### config.mk
export PLATFORM = sky130hd
export DESIGN_NAME = pulse_width_voice_command_sender
export DESIGN_NICKNAME = d
export VERILOG_FILES = /design/src/rtl/pwvcs_pkg.sv /design/src/rtl/pwvcs_csr.sv /design/src/rtl/pwvcs_seq.sv /design/src/rtl/pwvcs_outq.sv /design/src/rtl/pulse_width_voice_command_sender.sv
export SDC_FILE = /design/constraint.sdc
export NUM_CORES = 1
export LEC_CHECK = 0
export ABC_AREA = 1
export BUFFER_PORTS_ARGS = -buffer_cell sky130_fd_sc_hd__buf_2
export CORE_UTILIZATION = 30
export CTS_CLUSTER_SIZE = 40
export DETAILED_ROUTE_END_ITERATION = 10
export PLACE_DENSITY = 0.41
export RECOVER_POWER = 25
export SLEW_MARGIN = 30
export SYNTH_ARGS = -nofsm -noshare
export SYNTH_HDL_FRONTEND = slang
export SYNTH_SLANG_ARGS = --single-unit
export TNS_END_PERCENT = 30
### constraint.sdc
create_clock -name clock -period 4.46 [get_ports clock]
set_input_delay 0.446 -clock clock [delete_from_list [all_inputs] [get_ports clock]]
set_output_delay 0.446 -clock clock [all_outputs]
set_load 0.05 [all_outputs]
### src/rtl/pwvcs_pkg.sv
`default_nettype none
// ---------------------------------------------------------------------------
// pwvcs_pkg: shared types and constants
// Phase codes, register indexes and the bundles passed between the
// register bank, the sequencer and the result queue.
// ---------------------------------------------------------------------------
package pwvcs_pkg;

   localparam int CFG_TIME_WIDTH = 16;
   localparam int CSR_INDEX_WIDTH = 3;

   localparam logic [CSR_INDEX_WIDTH-1:0] CSR_RESET_LOW   = 3'd0;
   localparam logic [CSR_INDEX_WIDTH-1:0] CSR_RESET_HIGH  = 3'd1;
   localparam logic [CSR_INDEX_WIDTH-1:0] CSR_START_LOW   = 3'd2;
   localparam logic [CSR_INDEX_WIDTH-1:0] CSR_SHORT_PHASE = 3'd3;
   localparam logic [CSR_INDEX_WIDTH-1:0] CSR_LONG_PHASE  = 3'd4;
   localparam logic [CSR_INDEX_WIDTH-1:0] CSR_GUARD       = 3'd5;
   localparam logic [CSR_INDEX_WIDTH-1:0] CSR_BUSY_LEVEL  = 3'd6;

   localparam logic [CFG_TIME_WIDTH-1:0] RESET_LOW_DEFAULT   = 16'd5000;
   localparam logic [CFG_TIME_WIDTH-1:0] RESET_HIGH_DEFAULT  = 16'd20000;
   localparam logic [CFG_TIME_WIDTH-1:0] START_LOW_DEFAULT   = 16'd5000;
   localparam logic [CFG_TIME_WIDTH-1:0] SHORT_PHASE_DEFAULT = 16'd200;
   localparam logic [CFG_TIME_WIDTH-1:0] LONG_PHASE_DEFAULT  = 16'd600;
   localparam logic [CFG_TIME_WIDTH-1:0] GUARD_DEFAULT       = 16'd24000;
   localparam logic                      BUSY_LEVEL_DEFAULT  = 1'b0;

   typedef enum logic [2:0] {
      PH_IDLE       = 3'd0,
      PH_RESET_LOW  = 3'd1,
      PH_RESET_HIGH = 3'd2,
      PH_START_LOW  = 3'd3,
      PH_BITS       = 3'd4,
      PH_GUARD      = 3'd5
   } phase_type;

   typedef struct packed {
      logic [CFG_TIME_WIDTH-1:0] reset_low_ticks;
      logic [CFG_TIME_WIDTH-1:0] reset_high_ticks;
      logic [CFG_TIME_WIDTH-1:0] start_low_ticks;
      logic [CFG_TIME_WIDTH-1:0] short_phase_ticks;
      logic [CFG_TIME_WIDTH-1:0] long_phase_ticks;
      logic [CFG_TIME_WIDTH-1:0] guard_ticks;
      logic                      busy_active_level;
   } cfg_type;

   typedef struct packed {
      logic data_level;
      logic reset_level;
      logic sending;
      logic frame_done;
      logic send_rejected;
      logic chip_playing;
   } result_type;

endpackage : pwvcs_pkg
`default_nettype wire

### src/rtl/pwvcs_csr.sv
`default_nettype none
// ---------------------------------------------------------------------------
// pwvcs_csr: configuration register bank
// Holds the phase timings and the busy pin active level. Writes to
// unused indexes are dropped.
// ---------------------------------------------------------------------------
module pwvcs_csr
   import pwvcs_pkg::*;
(
   input  wire logic                       clock,
   input  wire logic                       reset,
   input  wire logic                       csr_valid,
   input  wire logic [CSR_INDEX_WIDTH-1:0] csr_index,
   input  wire logic [CFG_TIME_WIDTH-1:0]  csr_data,
   output cfg_type                         cfg
);

   cfg_type cfg_ff;
   cfg_type cfg_in;

   always_comb begin
      cfg_in = cfg_ff;
      if (csr_valid) begin
         case (csr_index)
            CSR_RESET_LOW:   cfg_in.reset_low_ticks   = csr_data;
            CSR_RESET_HIGH:  cfg_in.reset_high_ticks  = csr_data;
            CSR_START_LOW:   cfg_in.start_low_ticks   = csr_data;
            CSR_SHORT_PHASE: cfg_in.short_phase_ticks = csr_data;
            CSR_LONG_PHASE:  cfg_in.long_phase_ticks  = csr_data;
            CSR_GUARD:       cfg_in.guard_ticks       = csr_data;
            CSR_BUSY_LEVEL:  cfg_in.busy_active_level = csr_data[0];
            default:         cfg_in = cfg_ff;
         endcase
      end
   end

   always_ff @(posedge clock) begin
      if (reset) begin
         cfg_ff.reset_low_ticks   <= RESET_LOW_DEFAULT;
         cfg_ff.reset_high_ticks  <= RESET_HIGH_DEFAULT;
         cfg_ff.start_low_ticks   <= START_LOW_DEFAULT;
         cfg_ff.short_phase_ticks <= SHORT_PHASE_DEFAULT;
         cfg_ff.long_phase_ticks  <= LONG_PHASE_DEFAULT;
         cfg_ff.guard_ticks       <= GUARD_DEFAULT;
         cfg_ff.busy_active_level <= BUSY_LEVEL_DEFAULT;
      end else begin
         cfg_ff <= cfg_in;
      end
   end

   assign cfg = cfg_ff;

endmodule : pwvcs_csr
`default_nettype wire

### src/rtl/pwvcs_seq.sv
`default_nettype none
// ---------------------------------------------------------------------------
// pwvcs_seq: frame sequencer
// Phase state machine with a down-counting phase timer. One transaction
// (tick or send request) is applied per cycle while accept is high; the
// result reflects the state after the transaction.
// ---------------------------------------------------------------------------
module pwvcs_seq
   import pwvcs_pkg::*;
#(
   parameter int CODE_BITS   = 8,
   parameter int TIMER_WIDTH = 16
)
(
   input  wire logic       clock,
   input  wire logic       reset,
   input  wire cfg_type    cfg,
   input  wire logic       accept,
   input  wire logic       req_type,
   input  wire logic [7:0] send_code,
   input  wire logic       chip_busy_pin,
   output result_type      result
);

   localparam int BCW = (CODE_BITS > 1) ? $clog2(CODE_BITS) : 1;
   localparam logic [BCW-1:0] LAST_BIT = BCW'(CODE_BITS - 1);
   localparam logic [TIMER_WIDTH-1:0] TIMER_ONE = TIMER_WIDTH'(1);

   phase_type              phase_ff,       phase_in;
   logic [TIMER_WIDTH-1:0] phase_timer_ff, phase_timer_in;
   logic [BCW-1:0]         bit_counter_ff, bit_counter_in;
   logic [CODE_BITS-1:0]   code_shift_ff,  code_shift_in;
   logic                   in_high_half_ff, in_high_half_in;
   logic                   done;
   logic                   rejected;
   logic [CODE_BITS-1:0]   code_next;

   assign code_next = code_shift_ff >> 1;

   always_comb begin
      phase_in        = phase_ff;
      phase_timer_in  = phase_timer_ff;
      bit_counter_in  = bit_counter_ff;
      code_shift_in   = code_shift_ff;
      in_high_half_in = in_high_half_ff;
      done            = 1'b0;
      rejected        = 1'b0;
      if (accept) begin
         if (req_type) begin
            if (phase_ff != PH_IDLE) begin
               rejected = 1'b1;
            end else begin
               phase_in        = PH_RESET_LOW;
               phase_timer_in  = TIMER_WIDTH'(cfg.reset_low_ticks);
               bit_counter_in  = '0;
               code_shift_in   = CODE_BITS'({{CODE_BITS{1'b0}}, send_code});
               in_high_half_in = 1'b0;
            end
         end else if (phase_ff != PH_IDLE) begin
            if (phase_timer_ff > TIMER_ONE) begin
               phase_timer_in = phase_timer_ff - TIMER_ONE;
            end else begin
               case (phase_ff)
                  PH_RESET_LOW: begin
                     phase_in       = PH_RESET_HIGH;
                     phase_timer_in = TIMER_WIDTH'(cfg.reset_high_ticks);
                  end
                  PH_RESET_HIGH: begin
                     phase_in       = PH_START_LOW;
                     phase_timer_in = TIMER_WIDTH'(cfg.start_low_ticks);
                  end
                  PH_START_LOW: begin
                     phase_in        = PH_BITS;
                     bit_counter_in  = '0;
                     in_high_half_in = 1'b1;
                     phase_timer_in  = code_shift_ff[0] ?
                                       TIMER_WIDTH'(cfg.long_phase_ticks) :
                                       TIMER_WIDTH'(cfg.short_phase_ticks);
                  end
                  PH_BITS: begin
                     if (in_high_half_ff) begin
                        in_high_half_in = 1'b0;
                        phase_timer_in  = code_shift_ff[0] ?
                                          TIMER_WIDTH'(cfg.short_phase_ticks) :
                                          TIMER_WIDTH'(cfg.long_phase_ticks);
                     end else begin
                        code_shift_in = code_next;
                        if (bit_counter_ff == LAST_BIT) begin
                           phase_in       = PH_GUARD;
                           bit_counter_in = '0;
                           phase_timer_in = TIMER_WIDTH'(cfg.guard_ticks);
                        end else begin
                           bit_counter_in  = bit_counter_ff + BCW'(1);
                           in_high_half_in = 1'b1;
                           phase_timer_in  = code_next[0] ?
                                             TIMER_WIDTH'(cfg.long_phase_ticks) :
                                             TIMER_WIDTH'(cfg.short_phase_ticks);
                        end
                     end
                  end
                  default: begin
                     phase_in        = PH_IDLE;
                     phase_timer_in  = '0;
                     bit_counter_in  = '0;
                     code_shift_in   = '0;
                     in_high_half_in = 1'b0;
                     done            = 1'b1;
                  end
               endcase
            end
         end
      end
   end

   always_ff @(posedge clock) begin
      if (reset) begin
         phase_ff        <= PH_IDLE;
         phase_timer_ff  <= '0;
         bit_counter_ff  <= '0;
         code_shift_ff   <= '0;
         in_high_half_ff <= 1'b0;
      end else begin
         phase_ff        <= phase_in;
         phase_timer_ff  <= phase_timer_in;
         bit_counter_ff  <= bit_counter_in;
         code_shift_ff   <= code_shift_in;
         in_high_half_ff <= in_high_half_in;
      end
   end

   always_comb begin
      result.data_level    = 1'b1;
      if (phase_in == PH_START_LOW) begin
         result.data_level = 1'b0;
      end else if (phase_in == PH_BITS) begin
         result.data_level = in_high_half_in;
      end
      result.reset_level   = (phase_in != PH_RESET_LOW);
      result.sending       = (phase_in != PH_IDLE);
      result.frame_done    = done;
      result.send_rejected = rejected;
      result.chip_playing  = (chip_busy_pin == cfg.busy_active_level);
   end

   a_idle_clear: assert property (@(posedge clock) disable iff (reset)
      (phase_ff == PH_IDLE) |-> (phase_timer_ff == '0 && bit_counter_ff == '0 &&
                                 code_shift_ff == '0 && !in_high_half_ff))
      else $error("idle with leftover frame state");

   a_half_in_bits: assert property (@(posedge clock) disable iff (reset)
      in_high_half_ff |-> (phase_ff == PH_BITS))
      else $error("high half flag outside bit phase");

   a_reject_holds: assert property (@(posedge clock) disable iff (reset)
      (accept && req_type && phase_ff != PH_IDLE) |=>
         ($stable(phase_ff) && $stable(phase_timer_ff) && $stable(code_shift_ff)))
      else $error("rejected send changed the frame state");

endmodule : pwvcs_seq
`default_nettype wire

### src/rtl/pwvcs_outq.sv
`default_nettype none
// ---------------------------------------------------------------------------
// pwvcs_outq: two-entry result queue
// Keeps the result channel apart from the request channel so a new
// transaction is taken while a finished result waits.
// ---------------------------------------------------------------------------
module pwvcs_outq
   import pwvcs_pkg::*;
(
   input  wire logic       clock,
   input  wire logic       reset,
   input  wire logic       push,
   input  wire result_type push_data,
   output logic            full,
   output logic            rsp_valid,
   input  wire logic       rsp_stall,
   output result_type      head
);

   result_type slot0_ff, slot0_in;
   result_type slot1_ff, slot1_in;
   logic [1:0] count_ff, count_in;
   logic       pop;

   assign rsp_valid = (count_ff != 2'd0);
   assign full      = (count_ff == 2'd2);
   assign pop       = rsp_valid && !rsp_stall;
   assign head      = slot0_ff;

   always_comb begin
      slot0_in = slot0_ff;
      slot1_in = slot1_ff;
      count_in = count_ff;
      if (push && pop) begin
         if (count_ff == 2'd1) begin
            slot0_in = push_data;
         end else begin
            slot0_in = slot1_ff;
            slot1_in = push_data;
         end
      end else if (push) begin
         count_in = count_ff + 2'd1;
         if (count_ff == 2'd0) begin
            slot0_in = push_data;
         end else begin
            slot1_in = push_data;
         end
      end else if (pop) begin
         count_in = count_ff - 2'd1;
         slot0_in = slot1_ff;
      end
   end

   always_ff @(posedge clock) begin
      if (reset) begin
         count_ff <= 2'd0;
      end else begin
         count_ff <= count_in;
      end
   end

   always_ff @(posedge clock) begin
      slot0_ff <= slot0_in;
      slot1_ff <= slot1_in;
   end

   a_count_range: assert property (@(posedge clock) disable iff (reset)
      count_ff != 2'd3)
      else $error("result queue count out of range");

   a_no_push_full: assert property (@(posedge clock) disable iff (reset)
      full |-> !push)
      else $error("push into full result queue");

   a_head_written: assert property (@(posedge clock) disable iff (reset)
      (push && count_ff == 2'd0) |=> (slot0_ff == $past(push_data)))
      else $error("result into empty queue not at head");

endmodule : pwvcs_outq
`default_nettype wire

### src/rtl/pulse_width_voice_command_sender.sv
`default_nettype none
// Results: a result is written into the result queue as its request transaction is taken.
// Throughput: one transaction per cycle; the two-entry result queue raises
// req_stall only when both entries hold results not yet taken.
// Reset: synchronous; timings return to their defaults, the sequencer goes
// idle and the result queue empties.
// ---------------------------------------------------------------------------
// pulse_width_voice_command_sender: one-wire voice chip command sender
// Sequences reset pulse, start mark, pulse-width coded bits and guard time
// from microsecond tick transactions.
// ---------------------------------------------------------------------------
module pulse_width_voice_command_sender
   import pwvcs_pkg::*;
#(
   parameter int CODE_BITS   = 8,
   parameter int TIMER_WIDTH = 16
)
(
   input  wire logic                       clock,
   input  wire logic                       reset,
   input  wire logic                       req_valid,
   output logic                            req_stall,
   input  wire logic                       req_type,
   input  wire logic [7:0]                 req_code,
   input  wire logic                       req_chip_busy_pin,
   output logic                            rsp_valid,
   input  wire logic                       rsp_stall,
   output logic                            rsp_data_level,
   output logic                            rsp_reset_level,
   output logic                            rsp_sending,
   output logic                            rsp_frame_done,
   output logic                            rsp_send_rejected,
   output logic                            rsp_chip_playing,
   input  wire logic                       csr_valid,
   output logic                            csr_ready,
   input  wire logic [CSR_INDEX_WIDTH-1:0] csr_index,
   input  wire logic [CFG_TIME_WIDTH-1:0]  csr_data
);

   cfg_type    cfg;
   result_type result;
   result_type head;
   logic       queue_full;
   logic       accept;

   assign csr_ready = 1'b1;
   assign req_stall = queue_full;
   assign accept    = req_valid && !queue_full;

   pwvcs_csr u_csr (
      .clock     (clock),
      .reset     (reset),
      .csr_valid (csr_valid && csr_ready),
      .csr_index (csr_index),
      .csr_data  (csr_data),
      .cfg       (cfg)
   );

   pwvcs_seq #(
      .CODE_BITS   (CODE_BITS),
      .TIMER_WIDTH (TIMER_WIDTH)
   ) u_seq (
      .clock         (clock),
      .reset         (reset),
      .cfg           (cfg),
      .accept        (accept),
      .req_type      (req_type),
      .send_code     (req_code),
      .chip_busy_pin (req_chip_busy_pin),
      .result        (result)
   );

   pwvcs_outq u_outq (
      .clock     (clock),
      .reset     (reset),
      .push      (accept),
      .push_data (result),
      .full      (queue_full),
      .rsp_valid (rsp_valid),
      .rsp_stall (rsp_stall),
      .head      (head)
   );

   assign rsp_data_level    = head.data_level;
   assign rsp_reset_level   = head.reset_level;
   assign rsp_sending       = head.sending;
   assign rsp_frame_done    = head.frame_done;
   assign rsp_send_rejected = head.send_rejected;
   assign rsp_chip_playing  = head.chip_playing;

endmodule : pulse_width_voice_command_sender
`default_nettype wire

Yosys cells after proc, flatten, opt, wreduce, memory -nomap -nowiden. Index checks and enable logic that the tools add are counted. W data, S select, Z words.

Memories: 0. Flip-flop bits (word level): 142. Logic and storage cells: 146. RAM bits: 0. Output and inout bits: 9. Bits of input ports: 34. Latch bits: 0. Bits in read-only memories: 0.

Bitwise operators: 1. $lt $le $gt $ge: 1. Reduce and logical (&&, ||, !) cells: 30. Div/mod/pow operators: 0. $mul: 0. Shift operators: 0. Mux-type cells: 60. $add $sub $neg: 4. Eq/ne operators: 25.

Operators by type and width (count): $mux W16 (9); $pmux W16 S4 (1); $mux W6 (9); $mux W8 (5); $mux W3 (13); $eq A3 B3 Y1 const B (6); $reduce_and A2 Y1 (9); $mux W1 (17); $gt A16 B1 Y1 const B (1); $pmux W8 S2 (1); $sub A16 B1 Y16 const B (1); $eq A3 B2 Y1 const B (5); $pmux W3 S4 (1); $reduce_and A6 Y1 (2); $reduce_bool A3 Y1 (3); $reduce_bool A2 Y1 (4); $eq A3 B1 Y1 const B (2); $ne A2 B1 Y1 const B (3); $ne A2 B2 Y1 const B (3); $ne A3 B3 Y1 const B (2); $pmux W3 S2 (1); $reduce_and A3 Y1 (2); $mux W2 (2); $reduce_or A4 Y1 (1); 15 further kinds (18).

Longest topological paths before layout.
Word-level depth: 14. Mapped depth: 16. Gate-level depth less buffers: 16.

Cells and area by module. Synthesis repeated with hierarchy kept, for this count alone.

Cell total of the unflattened synthesis: 1312. Area, all modules: 8296.7 sq um.

By module, submodules not included: pwvcs_seq (area each 3777.4 sq um, cells each 684, sequential area each 620.6 sq um, instances 1); pwvcs_csr (area each 3718.6 sq um, cells each 530, sequential area each 1941.9 sq um, instances 1); pwvcs_outq (area each 779.5 sq um, cells each 94, sequential area each 400.4 sq um, instances 1); pulse_width_voice_command_sender (area each 21.3 sq um, cells each 4, sequential area each 0.0 sq um, instances 1).

Worst setup path after synthesis. OpenSTA, ideal clock, no wires.

Kind: register -> register. Start: register u_outq.count_ff[0]. End: register u_outq.slot0_ff (netlist bit u_outq.head[5]), data pin. Stages on the path, launching flop included: 13. Required time: 4.193 ns. Clock period less this slack: 2.220 ns. Buffers on the path: 0. Library setup time: 0.267 ns. Arrival time: 1.954 ns. Setup slack: 2.240 ns. Path through: dfxtp_1 inv_1 ha_1 nor2_4 inv_2 nor2_1 nand2_1 nor2_2 nand2_1 o21ai_0 nand3_1 o21ai_1 a21oi_1.

RTL lines: from (decl) (RTL line pwvcs_outq.sv:22) `logic [1:0] count_ff, count_in;`; from (signal assigned) (RTL line pwvcs_outq.sv:58) `count_ff <= count_in;`; to (signal assigned) (RTL line pwvcs_outq.sv:63) `slot0_ff <= slot0_in;`; to (decl) (RTL line pwvcs_outq.sv:20) `result_type slot0_ff, slot0_in;`.

==> out/qor.yml <==
area_growth_syn_to_layout_pct: 13.9
grt_util_all_layers_pct: 20.5
hold_class: "input port to flop"
dp.cells: 1323
worstPathArrival_ps: 3740
drt_iter0_drc: 434
grt_remaining_overflow: 0
finalCritPeriodShare_pct: 76.1
dieArea_um2: 24900
period_needed_ps: 3390
vias: 6714
required_ps: 4800
cpMaxStageDelayCell: "clkbuf_1"
syn_nets: 1052
postRouteAntennaNets: 0
drive_above_1_share_pct: 11.0
drc: 0
grt_pass1_vias: 6435
die_w_um: 158
relSlewSlack_pct: -11.7
ys_seq_area_share_pct: 40.6
wirelength_mm: 24.0
cellLeakagePower_uw: 0.00338
slowest_delay_ps: 1280
drt-pass1-iter-count: 4
cts-root-buf: "clkbuf_16"
clock_skew_ps: 18.0
maxSlewViolCount: 82
htree_levels: 4
synthDistinctLibCells: 46
critPathMostFrequentCell: "clkbuf_1"
core-area_um2: 23700
start_util_pct: 30.8
fmax_mhz: 295
yosysWarnings: 0
crit_type: "input port to flop"
gp_congestion: 0.784
cp_max_fo: 41
path_cells: "clkbuf_1 -> inv_1 -> clkbuf_1 -> o21ai_0 -> a21oi_1"
worstMarginPinSlew_ps: 1680
vdd_drop_max_mv: 0.226
design_area_um2: 8310
antenna_found_initial: 1
setup_violations: 0
path_clk_slew_ps: 60
wl_per_cell_um: 17.7
place_hpwl_mm: 16.3
ioPinCount: 43
power.density_nw_per_um2: 487
fin_tns_setup_ps: 0
vias_per_cell: 4.95
fp-row-count: 56
grt_setup_unrepaired: "no"
clockBufferDepth: 2
diodes: 0
synth-seq-cells: 142
hold_viol: 0
syn_area_um2: 7290
cts_sinks: 142
startpoint_type: "input port"
status: "finished with violations"
max-cap-violations: 2
placed_cell_area_um2: 7750
fin_nets: 1067
die_y_um: 158
synthCells: 1008
violations: "capacitance limit, slew limit"
syn_avg_cell_area_um2: 7.23
grt_pass1_wl_mm: 38.0
port_buffers: 41
grt_max_degree: 42
numCtsBuffers: 17
cts_resized: 0
finalNonFillerCells: 1355
cts_tree: "built"
postCtsHoldBufs: 0
cp-end-kind: "flop"
insertion_delay_ps: 430
post_cts_buffers: 0
## flip-flops by register name, summed over array words and instances (netlist names)
signal,cells
u_outq.slot1_ff,6
u_csr.cfg,97
u_seq.in_high_half_ff,1
u_seq.phase_ff,3
u_seq.phase_timer_ff,16
u_seq.code_shift_ff,8
u_seq.bit_counter_ff,3
u_outq.head,6
u_outq.count_ff,2
## path summary, 6_finish.rpt
check | end | cells past startpoint | slack, ps | start
max | u_csr.cfg[53] | 5 | 1070 | reset
min | u_seq.code_shift_ff[2] | 3 | 280 | req_code[2]
max reg2reg | u_seq.phase_timer_ff[9] | 8 | 1540 | u_seq.code_shift_ff[0]
min reg2reg | u_csr.cfg[73] | 2 | 450 | u_csr.cfg[73]
## synth_stat cells, drive strengths merged
cell	number	area share, %
o31ai	3	0.31
o2111ai	13	1.6
nand3b	1	0.10
nor3	7	0.70
o22ai	17	1.5
nand3	31	2.4
o21ai	139	9.6
clkbuf	44	2.3
nand2	162	8.8
or3	1	0.086
nor2	103	6.2
inv	124	6.4
dfxtp	130	36
conb	1	0.051
xor2	9	1.1
a221oi	7	0.84
a31oi	9	0.77
mux2	1	0.15
xnor2	7	0.84
clkinv	1	0.051
buf	13	1.0
edfxtp	12	4.9
o21bai	1	0.10
or2	2	0.17
a21oi	116	8.0
nand4	5	0.43
nor4	1	0.17
o211ai	37	3.8
o32ai	1	0.12
ha	10	1.7
## layout make-up
class	count	area [µm²]
Fill cell	2655	15400
Multi-Input combinational cell	684	3610
Sequential cell	142	2960
Clock buffer	27	503
Inverter	125	469
Tap cell	319	399
Timing Repair Buffer	53	279
Clock inverter	5	78.8
## metal layers
layer / up-vias / track usage, % / wire [µm]
li1: 3432 / - / -
met1: 3126 / 29.0 / 12100
met2: 135 / 31.6 / 10600
met3: 21 / 3.72 / 931
met4: 0 / 6.01 / 363
met5: - / 0 / 0
## power by group
group	internal (µW)	total [µW]	leakage, µW	switching, µW
sequential	1420	1500	0.00117	82.8
clock	884	1440	0.000282	555
combinational	334	1110	0.00193	773
## layout by cell type (no fill, tap or decap), types with 5 or more instances in the layout
master	n
o21ai_1	11
o21ai_0	126
o2111ai_1	12
a221oi_1	7
xnor2_1	7
xor2_1	9
nor2_1	90
o22ai_1	17
nand2_1	152
inv_1	114
nor2_2	9
nand4_1	5
inv_2	9
o211ai_1	37
nand2_2	8
a31oi_1	9
a21oi_1	115
clkbuf_1	15
ha_1	10
buf_4	10
nand3_1	28
clkbuf_16	17
dfxtp_1	130
edfxtp_1	12
buf_2	34
## kinds of logic after synthesis
family	share of synthesized area [%]
DFF	40.6
buffers and inverters	9.71
other	0.0514
muxes	0.154
xor gates and xnor gates	1.92
and+or+nand+nor	19.1
adders and majority gates	1.72
AOI/OAI and AO/OA	26.7
## through the flow
| stage | total power, µW | hold WS, ps | utilization (%) | setup slack [ps] |
|---|---|---|---|---|
| 6_report | 4050 | 279 | 35.1 | 1070 |
| 5_1_grt | 4300 | 305 | 35.1 | 690 |
| 4_1_cts | 4110 | 269 | 35.2 | 1750 |
| 3_5_place_dp | 2650 | 447 | 32.7 | 1310 |
| 3_3_place_gp | 2660 | 443 | 32.7 | 1320 |
| 2_1_floorplan | 2350 | 429 | - | 2240 |
## worst max-delay path, delay by kind of cell
kind | cells | cell delay, ps
buffers and inverters | 3 | 2780
AO/OA/AOI/OAI | 2 | 450
Note: power is estimated with default switching activity, not from simulation.
